===== src/hw/rtl/wmd_pkg.sv =====
`timescale 1ns / 1ps

package wmd_pkg;

	localparam int unsigned GROUP_BITS = 16;
	localparam int unsigned COLUMN_BITS = 14;
	localparam int unsigned CFG_INDEX_BITS = 2;
	localparam int unsigned CFG_DATA_BITS = 16;

	typedef enum logic [CFG_INDEX_BITS-1:0] {
		REG_SAMPLES_PER_COLUMN = 2'd0,
		REG_COLUMN_LIMIT       = 2'd1,
		REG_HIGH_QUALITY       = 2'd2,
		REG_STEREO             = 2'd3
	} cfg_reg_t;

	typedef struct packed {
		logic [GROUP_BITS-1:0]  samples_per_column;
		logic [COLUMN_BITS-1:0] column_limit;
		logic                   high_quality;
		logic                   stereo;
	} cfg_t;

endpackage


===== src/hw/rtl/wmd_cfg_regs.sv =====
`timescale 1ns / 1ps

module wmd_cfg_regs (
	input  logic                                 clk,
	input  logic                                 arst_n,
	input  logic                                 cfg_write,
	input  logic [wmd_pkg::CFG_INDEX_BITS-1:0]   cfg_index,
	input  logic [wmd_pkg::CFG_DATA_BITS-1:0]    cfg_data,
	output wmd_pkg::cfg_t                        cfg
);
	import wmd_pkg::*;

	cfg_t cfg_q;

	always_ff @(posedge clk or negedge arst_n) begin
		if (!arst_n) begin
			cfg_q.samples_per_column <= GROUP_BITS'(1);
			cfg_q.column_limit       <= COLUMN_BITS'(1024);
			cfg_q.high_quality       <= 1'b1;
			cfg_q.stereo             <= 1'b0;
		end else if (cfg_write) begin
			unique case (cfg_reg_t'(cfg_index))
				REG_SAMPLES_PER_COLUMN: cfg_q.samples_per_column <= cfg_data[GROUP_BITS-1:0];
				REG_COLUMN_LIMIT:       cfg_q.column_limit <= cfg_data[COLUMN_BITS-1:0];
				REG_HIGH_QUALITY:       cfg_q.high_quality <= cfg_data[0];
				REG_STEREO:             cfg_q.stereo <= cfg_data[0];
				default: ;
			endcase
		end
	end

	assign cfg = cfg_q;

endmodule


===== src/hw/rtl/wmd_column_core.sv =====
`timescale 1ns / 1ps

// Group position, column count and running peaks. The state advances on a
// step; the column for that step is presented combinationally with col_emit.
module wmd_column_core #(
	parameter int unsigned SAMPLE_BITS = 16
) (
	input  logic                          clk,
	input  logic                          arst_n,
	input  wmd_pkg::cfg_t                 cfg,
	input  logic                          step,
	input  logic signed [SAMPLE_BITS-1:0] left_in,
	input  logic signed [SAMPLE_BITS-1:0] right_in,
	input  logic                          frame_start_in,
	output logic                          col_emit,
	output logic signed [SAMPLE_BITS-1:0] col_min_left,
	output logic signed [SAMPLE_BITS-1:0] col_max_left,
	output logic signed [SAMPLE_BITS-1:0] col_min_right,
	output logic signed [SAMPLE_BITS-1:0] col_max_right,
	output logic                          col_last
);
	import wmd_pkg::*;

	logic [GROUP_BITS-1:0]         pos_q, pos, pos_d, skip;
	logic [COLUMN_BITS-1:0]        cols_q, cols, cols_d;
	logic signed [SAMPLE_BITS-1:0] mnl_q, mxl_q, mnr_q, mxr_q;
	logic signed [SAMPLE_BITS-1:0] mnl, mxl, mnr, mxr;
	logic signed [SAMPLE_BITS-1:0] mnl_d, mxl_d, mnr_d, mxr_d;
	logic signed [SAMPLE_BITS-1:0] mnl_n, mxl_n, mnr_n, mxr_n;
	logic                          limit_hit, end_of_group, pick_first;
	logic [COLUMN_BITS:0]          cols_inc;

	always_comb begin
		// A new file clears position, count and peaks before the frame is used.
		pos  = frame_start_in ? '0 : pos_q;
		cols = frame_start_in ? '0 : cols_q;
		mnl  = frame_start_in ? '0 : mnl_q;
		mxl  = frame_start_in ? '0 : mxl_q;
		mnr  = frame_start_in ? '0 : mnr_q;
		mxr  = frame_start_in ? '0 : mxr_q;

		skip = (cfg.samples_per_column == '0) ? GROUP_BITS'(1) : cfg.samples_per_column;
		limit_hit    = cols >= cfg.column_limit;
		end_of_group = pos >= (skip - GROUP_BITS'(1));
		pick_first   = !cfg.high_quality || (skip == GROUP_BITS'(1));
		cols_inc     = {1'b0, cols} + (COLUMN_BITS+1)'(1);

		mxl_n = (left_in > mxl) ? left_in : mxl;
		mnl_n = (left_in < mnl) ? left_in : mnl;
		mxr_n = (cfg.stereo && (right_in > mxr)) ? right_in : mxr;
		mnr_n = (cfg.stereo && (right_in < mnr)) ? right_in : mnr;

		col_emit      = 1'b0;
		col_min_left  = '0;
		col_max_left  = '0;
		col_min_right = '0;
		col_max_right = '0;
		col_last      = (cols_inc == {1'b0, cfg.column_limit});

		pos_d  = pos;
		cols_d = cols;
		mnl_d  = mnl;
		mxl_d  = mxl;
		mnr_d  = mnr;
		mxr_d  = mxr;

		if (!limit_hit) begin
			pos_d = end_of_group ? '0 : pos + GROUP_BITS'(1);
			if (pick_first) begin
				// Low-quality mode, and a group of one frame, leave the running peaks untouched.
				if (pos == '0) begin
					col_emit      = 1'b1;
					col_min_left  = left_in;
					col_max_left  = left_in;
					col_min_right = cfg.stereo ? right_in : '0;
					col_max_right = cfg.stereo ? right_in : '0;
				end
			end else if (end_of_group) begin
				col_emit      = 1'b1;
				col_min_left  = mnl_n;
				col_max_left  = mxl_n;
				col_min_right = cfg.stereo ? mnr_n : '0;
				col_max_right = cfg.stereo ? mxr_n : '0;
				mnl_d = '0;
				mxl_d = '0;
				mnr_d = '0;
				mxr_d = '0;
			end else begin
				mnl_d = mnl_n;
				mxl_d = mxl_n;
				mnr_d = mnr_n;
				mxr_d = mxr_n;
			end
			if (col_emit) begin
				cols_d = cols_inc[COLUMN_BITS-1:0];
			end
		end
	end

	always_ff @(posedge clk or negedge arst_n) begin
		if (!arst_n) begin
			pos_q  <= '0;
			cols_q <= '0;
			mnl_q  <= '0;
			mxl_q  <= '0;
			mnr_q  <= '0;
			mxr_q  <= '0;
		end else if (step) begin
			pos_q  <= pos_d;
			cols_q <= cols_d;
			mnl_q  <= mnl_d;
			mxl_q  <= mxl_d;
			mnr_q  <= mnr_d;
			mxr_q  <= mxr_d;
		end
	end

endmodule


===== src/hw/rtl/waveform_minmax_decimator.sv =====
`timescale 1ns / 1ps
// An accepted frame moves from the input register to the result register, where its column
// is offered once the result register is free; frames that close no column produce nothing.
// Throughput: one frame per cycle unless stalled, set by the single compare-and-update pass.
// Reset (arst_n low, asynchronous): counters and peaks clear, no transaction is held, and the
// registers return to 1 frame per column, 1024 columns, high quality, mono.

// Min/max waveform decimator. Each input transaction is one sample frame. Frames are grouped
// samples_per_column at a time; every group yields at most one display column.
//
// Structure:
//   - Input register (stage 1) holds one accepted frame.
//   - The column core compares the frame against the running peaks, updates the group
//     position and the column count, and decides whether a column leaves with this frame.
//   - Result register (stage 2) holds the column until the consumer takes it.
// Stage 1 moves on whenever stage 2 is empty or being drained, so a held result never blocks
// acceptance of the next frame as long as the consumer keeps up.
//
// In high-quality mode peaks start at zero, so a min/max column spans zero. In low-quality
// mode, or with one frame per column, the first frame of a group forms the column. Once
// column_limit columns have left, frames are absorbed until a frame marked frame_start.
module waveform_minmax_decimator #(
	parameter int unsigned SAMPLE_BITS = 16
) (
	input  logic                                 clk,
	input  logic                                 arst_n,

	// Configuration write port.
	input  logic                                 cfg_write,
	input  logic [wmd_pkg::CFG_INDEX_BITS-1:0]   cfg_index,
	input  logic [wmd_pkg::CFG_DATA_BITS-1:0]    cfg_data,

	// Frame input.
	input  logic                                 in_valid,
	output logic                                 in_ready,
	input  logic signed [SAMPLE_BITS-1:0]        left_sample,
	input  logic signed [SAMPLE_BITS-1:0]        right_sample,
	input  logic                                 frame_start,

	// Column output.
	output logic                                 out_valid,
	input  logic                                 out_ready,
	output logic signed [SAMPLE_BITS-1:0]        min_left,
	output logic signed [SAMPLE_BITS-1:0]        max_left,
	output logic signed [SAMPLE_BITS-1:0]        min_right,
	output logic signed [SAMPLE_BITS-1:0]        max_right,
	output logic                                 last_column
);
	import wmd_pkg::*;

	cfg_t cfg;

	logic                          valid_s1;
	logic signed [SAMPLE_BITS-1:0] left_s1, right_s1;
	logic                          frame_start_s1;

	logic                          valid_s2;
	logic signed [SAMPLE_BITS-1:0] min_left_s2, max_left_s2, min_right_s2, max_right_s2;
	logic                          last_s2;

	logic                          advance, step;
	logic                          col_emit, col_last;
	logic signed [SAMPLE_BITS-1:0] col_min_left, col_max_left, col_min_right, col_max_right;

	wmd_cfg_regs u_cfg (
		.clk      (clk),
		.arst_n   (arst_n),
		.cfg_write(cfg_write),
		.cfg_index(cfg_index),
		.cfg_data (cfg_data),
		.cfg      (cfg)
	);

	// The frame in stage 1 is processed when the result register can take a new column.
	assign advance  = !valid_s2 || out_ready;
	assign step     = valid_s1 && advance;
	assign in_ready = !valid_s1 || advance;

	always_ff @(posedge clk or negedge arst_n) begin
		if (!arst_n) begin
			valid_s1 <= 1'b0;
		end else if (in_ready) begin
			valid_s1 <= in_valid;
		end
	end

	always_ff @(posedge clk) begin
		if (in_ready && in_valid) begin
			left_s1        <= left_sample;
			right_s1       <= right_sample;
			frame_start_s1 <= frame_start;
		end
	end

	wmd_column_core #(
		.SAMPLE_BITS(SAMPLE_BITS)
	) u_core (
		.clk           (clk),
		.arst_n        (arst_n),
		.cfg           (cfg),
		.step          (step),
		.left_in       (left_s1),
		.right_in      (right_s1),
		.frame_start_in(frame_start_s1),
		.col_emit      (col_emit),
		.col_min_left  (col_min_left),
		.col_max_left  (col_max_left),
		.col_min_right (col_min_right),
		.col_max_right (col_max_right),
		.col_last      (col_last)
	);

	// The result register loads a column or empties once its content is taken.
	always_ff @(posedge clk or negedge arst_n) begin
		if (!arst_n) begin
			valid_s2 <= 1'b0;
		end else if (advance) begin
			valid_s2 <= step && col_emit;
		end
	end

	always_ff @(posedge clk) begin
		if (step && col_emit) begin
			min_left_s2  <= col_min_left;
			max_left_s2  <= col_max_left;
			min_right_s2 <= col_min_right;
			max_right_s2 <= col_max_right;
			last_s2      <= col_last;
		end
	end

	assign out_valid   = valid_s2;
	assign min_left    = min_left_s2;
	assign max_left    = max_left_s2;
	assign min_right   = min_right_s2;
	assign max_right   = max_right_s2;
	assign last_column = last_s2;

endmodule


===== config.mk =====
export PLATFORM = sky130hd
export DESIGN_NAME = waveform_minmax_decimator
export DESIGN_NICKNAME = d
export VERILOG_FILES = /design/src/hw/rtl/wmd_pkg.sv /design/src/hw/rtl/wmd_cfg_regs.sv /design/src/hw/rtl/wmd_column_core.sv /design/src/hw/rtl/waveform_minmax_decimator.sv
export SDC_FILE = /design/constraint.sdc
export NUM_CORES = 1
export LEC_CHECK = 0
export BUFFER_PORTS_ARGS = -buffer_cell sky130_fd_sc_hd__buf_2
export CORE_ASPECT_RATIO = 1.4
export CORE_MARGIN = 2
export CORE_UTILIZATION = 45
export DETAILED_ROUTE_END_ITERATION = 12
export GPL_ROUTABILITY_DRIVEN = 1
export PLACE_DENSITY = 0.76
export SLEW_MARGIN = 20
export SYNTH_ARGS = -nofsm -noshare
export SYNTH_HDL_FRONTEND = slang
export SYNTH_SLANG_ARGS = --single-unit

===== constraint.sdc =====
create_clock -name clk -period 4.8 [get_ports clk]
set_input_delay 1.44 -clock clk [delete_from_list [all_inputs] [get_ports clk]]
set_output_delay 1.44 -clock clk [all_outputs]
set_load 0.03 [all_outputs]

==> impl_results.md <==
- Final setup fails: 0
- H-tree levels: 1
- Simple-Gate Fraction of Synth Area: between 10% and 20%
- Die ar.: 29300 µm²
- Vias after detailed routing: between 9000 and 10000
- CP max stage cell: or3_1
- Synth Area in Compound Gates: between 15 and 20%
- Synth Register Bits: 226
- Async set-reset flop share out of synthesis: a little under three fifths
- CTS tree: built
- Post-Layout Cell Count: about 1600
- Chip Height: 202 µm
- GP Congestion: 0.859
- Sequential share of the synthesized area: roughly half
- Crit start category: flip-flop
- Global route overflow: 0
- WL/cell: between 15 and 20 µm
- Placed Instances: between 1500 and 2000
- Tcrit/Tclk final: roughly nine tenths
- Final Max Tran Viols: 0
- ANT cells: 0
- Fillers: 2377
- Worst EP arrival: about 4.6 ns
- Hold_ws: 0.514 ns
- Max-Cap Viols: 0
- DP HPWL: around 21 mm
- Core area: approximately 28000 µm²
- Die width: about 150 µm
- CP endpoint kind: flip-flop
- Hold buffer count at CTS: 0
- CTS buffer count: 24
- Max FFs per register: 32
- Post-Syn Area: about 13000 µm²
- Most used cell, CP: or3_1
- Final wirelength: slightly below 30 mm
- Synth-to-layout area growth: 15.6%
- Final nets: 1377
- DRT antenna net count: 0
- Main flop type after synthesis: dfrtp_1
- Crit Path Max Fanout: slightly above 40
- Skew-Pair Late Insertion Delay: between 0.5 and 0.6 ns
- Cells after synthesis: 1092
- # IOs: 123
- First-pass iteration count of the detailed router: 5
- Setup tns final: 0 ns
- Largest net degree at the start of global routing: approximately 80
- Most common cell after layout, fill and taps aside: dfrtp_1
- DR vias/cell: just under 6
- F_max: roughly 0.23 GHz
- Clk Tree Root Cell: clkbuf_16
- Critical Path RT: 5.00 ns
- Clock tree buffer depth: 3
- DRC viols: 0
- Unrepaired setup endpoints after global routing: no
- Hold WC Path Type: flip-flop to flip-flop
- Total GRT Usage: approximately a fifth
- CP Cell Sequence: or3_1, or3_1, or3_1, nor3_1, nand2_1, xor2_1, ha_1, a21oi_1, o21ai_1, nor2_1, o2bb2ai_2, a211oi_4, nand2_4, clkinvlp_4, buf_12
- Buffers plus inverters on the worst setup path: 2
- Outcome: finished clean
- Commonest cells after routing, fill and taps aside: dfrtp_1, buf_2, a22o_1
- Leak: 0.00607 µW
- Place WS: about 0.11 ns
- Crit path time final: about 4.4 ns
- Initial Util: a little under half
- Worst Skew: about 0.014 ns
- Setup Buffers After CTS: 0
- Worst-path clk slew: roughly 0.060 ns
- Final worst setup slack: 0.392 ns
- First-pass GRT wire length: just under 50 mm
- Pwr Density: between 400 and 500 nW/µm²
- Floorplan row count: 72
- Synth Area in Adders: 9.67%
- Vias in the first global route: between 9000 and 10000
- Post-Syn Nets: between 1000 and 1500
- Final Hold Violating Endpoints: 0
- Top cell family by delay on the critical path: simple AND/OR/NAND/NOR gates
- Worst path max stage delay: 0.43 ns
- Combinational family with the most area after synthesis: compound AO/OA/AOI/OAI gates
- Post-layout util: between 50% and 60%
- Slew headroom: ~37%
- Post-synthesis mux area share: between 3 and 4%
- Iteration-0 DRC count of the detailed router: 693
- Cell variety after synth: between 70 and 80
- WS Path Type: flip-flop to flip-flop
- Avg Inst Size Synth: about 11 µm²
- Actual slew at the worst max-slew pin: ~0.95 ns
- Xor and xnor area share after synthesis: ~2.4%
- Clock sinks: roughly 230
- Synth warnings: 0
- Post-synth EDFFs: between 90 and 100
- Peak supply drop: 251 µV
- Layout cells sized above 1: around a fifth
- Initial antenna violation count: 0
- PortBufs: ~120
stage by stage:
step	power (µW)	cell area, µm²
after floorplan	4040	12600
after global placement	4550	13700
after detailed placement	4630	13700
after CTS	6510	14500
after global routing	6840	14500
final	6470	14500
worst register-to-register path: stages (launching register included):
cell	delay [ns]
dfrtp_1	0.37
or3_1	0.43
or3_1	0.34
or3_1	0.38
nor3_1	0.33
nand2_1	0.12
xor2_1	0.16
ha_1	0.30
a21oi_1	0.07
o21ai_1	0.34
nor2_1	0.14
o2bb2ai_2	0.22
a211oi_4	0.31
nand2_4	0.15
clkinvlp_4	0.17
buf_12	0.24
cells by family (layout without fill, tap and decap cells):
family                   after synthesis  in the layout
buffers and inverters                 76            226
XOR/XNOR                              35             35
AO/OA/AOI/OAI                        287            287
flip-flops                           226            226
AND/OR/NAND/NOR                      329            329
multiplexers                          42             42
adder cells (fa/ha/maj)               97             97
routing by layer:
metal | share of wire [%] | GRT usage, % | vias up | wire (µm)
met3 | 4.4 | 2.22 | 46 | 1290
li1 | - | - | 4403 | -
met5 | 0 | 0 | - | 0
met2 | 52 | 37.5 | 266 | 15500
met4 | 2.6 | 6.51 | 0 | 758
met1 | 41 | 25.3 | 4683 | 12100
cell usage after synthesis (all sizes together), types with 28 or more instances:
| master | number | area share (%) |
|---|---|---|
| dfrtp | 125 | 25 |
| a22o | 116 | 8.1 |
| edfxtp | 98 | 23 |
| ha | 97 | 9.7 |
| nand2 | 76 | 2.3 |
| nand2b | 70 | 3.5 |
| o21ai | 49 | 2.1 |
| nor2 | 38 | 1.2 |
| mux2 | 33 | 3.0 |
| nor2b | 32 | 1.6 |
| inv | 31 | 0.93 |
| a21oi | 29 | 1.2 |
| xnor2 | 28 | 2.0 |
final timing paths:
| kind | from | end | slack [ns] | depth (start not counted) |
|---|---|---|---|---|
| max | u_cfg.cfg[17]$_DFFE_PN0P_ | min_left[10]$_SDFFCE_PP0P_ | 0.39 | 15 |
| min | u_cfg.cfg[11]$_DFFE_PN0P_ | u_cfg.cfg[11]$_DFFE_PN0P_ | 0.51 | 1 |
| max reg2reg | u_cfg.cfg[17]$_DFFE_PN0P_ | min_left[10]$_SDFFCE_PP0P_ | 0.39 | 15 |
| min reg2reg | u_cfg.cfg[11]$_DFFE_PN0P_ | u_cfg.cfg[11]$_DFFE_PN0P_ | 0.51 | 1 |
| max in group asynchronous | arst_n | u_cfg.cfg[12]$_DFFE_PN1P_ | 2.95 | 2 |
| min in group asynchronous | arst_n | u_core.mxl_q[10]$_DFFE_PN0P_ | 0.95 | 1 |
report_power, final:
group	internal [µW]	total, µW	switching, µW
clock	1110	1870	760
combinational	737	1830	1090
sequential	2450	2780	331
final cells by class:
cell class,count,area [µm²],share of cell area [%]
Clock buffer,34,691,4.76
Sequential cell,226,6150,42.4
Clock inverter,10,105,0.725
Multi-Input combinational cell,790,6100,42.0
Timing Repair Buffer,151,881,6.07
Inverter,31,120,0.828
Tap cell,370,463,3.19
repair_timing:
item / in CTS / in global routing
endpoints found under the setup margin: 0 / 203
resized for setup: 0 / 2
endpoints found under the hold margin: 0 / 0
No activity file was read; power rests on OpenSTA's default activity.
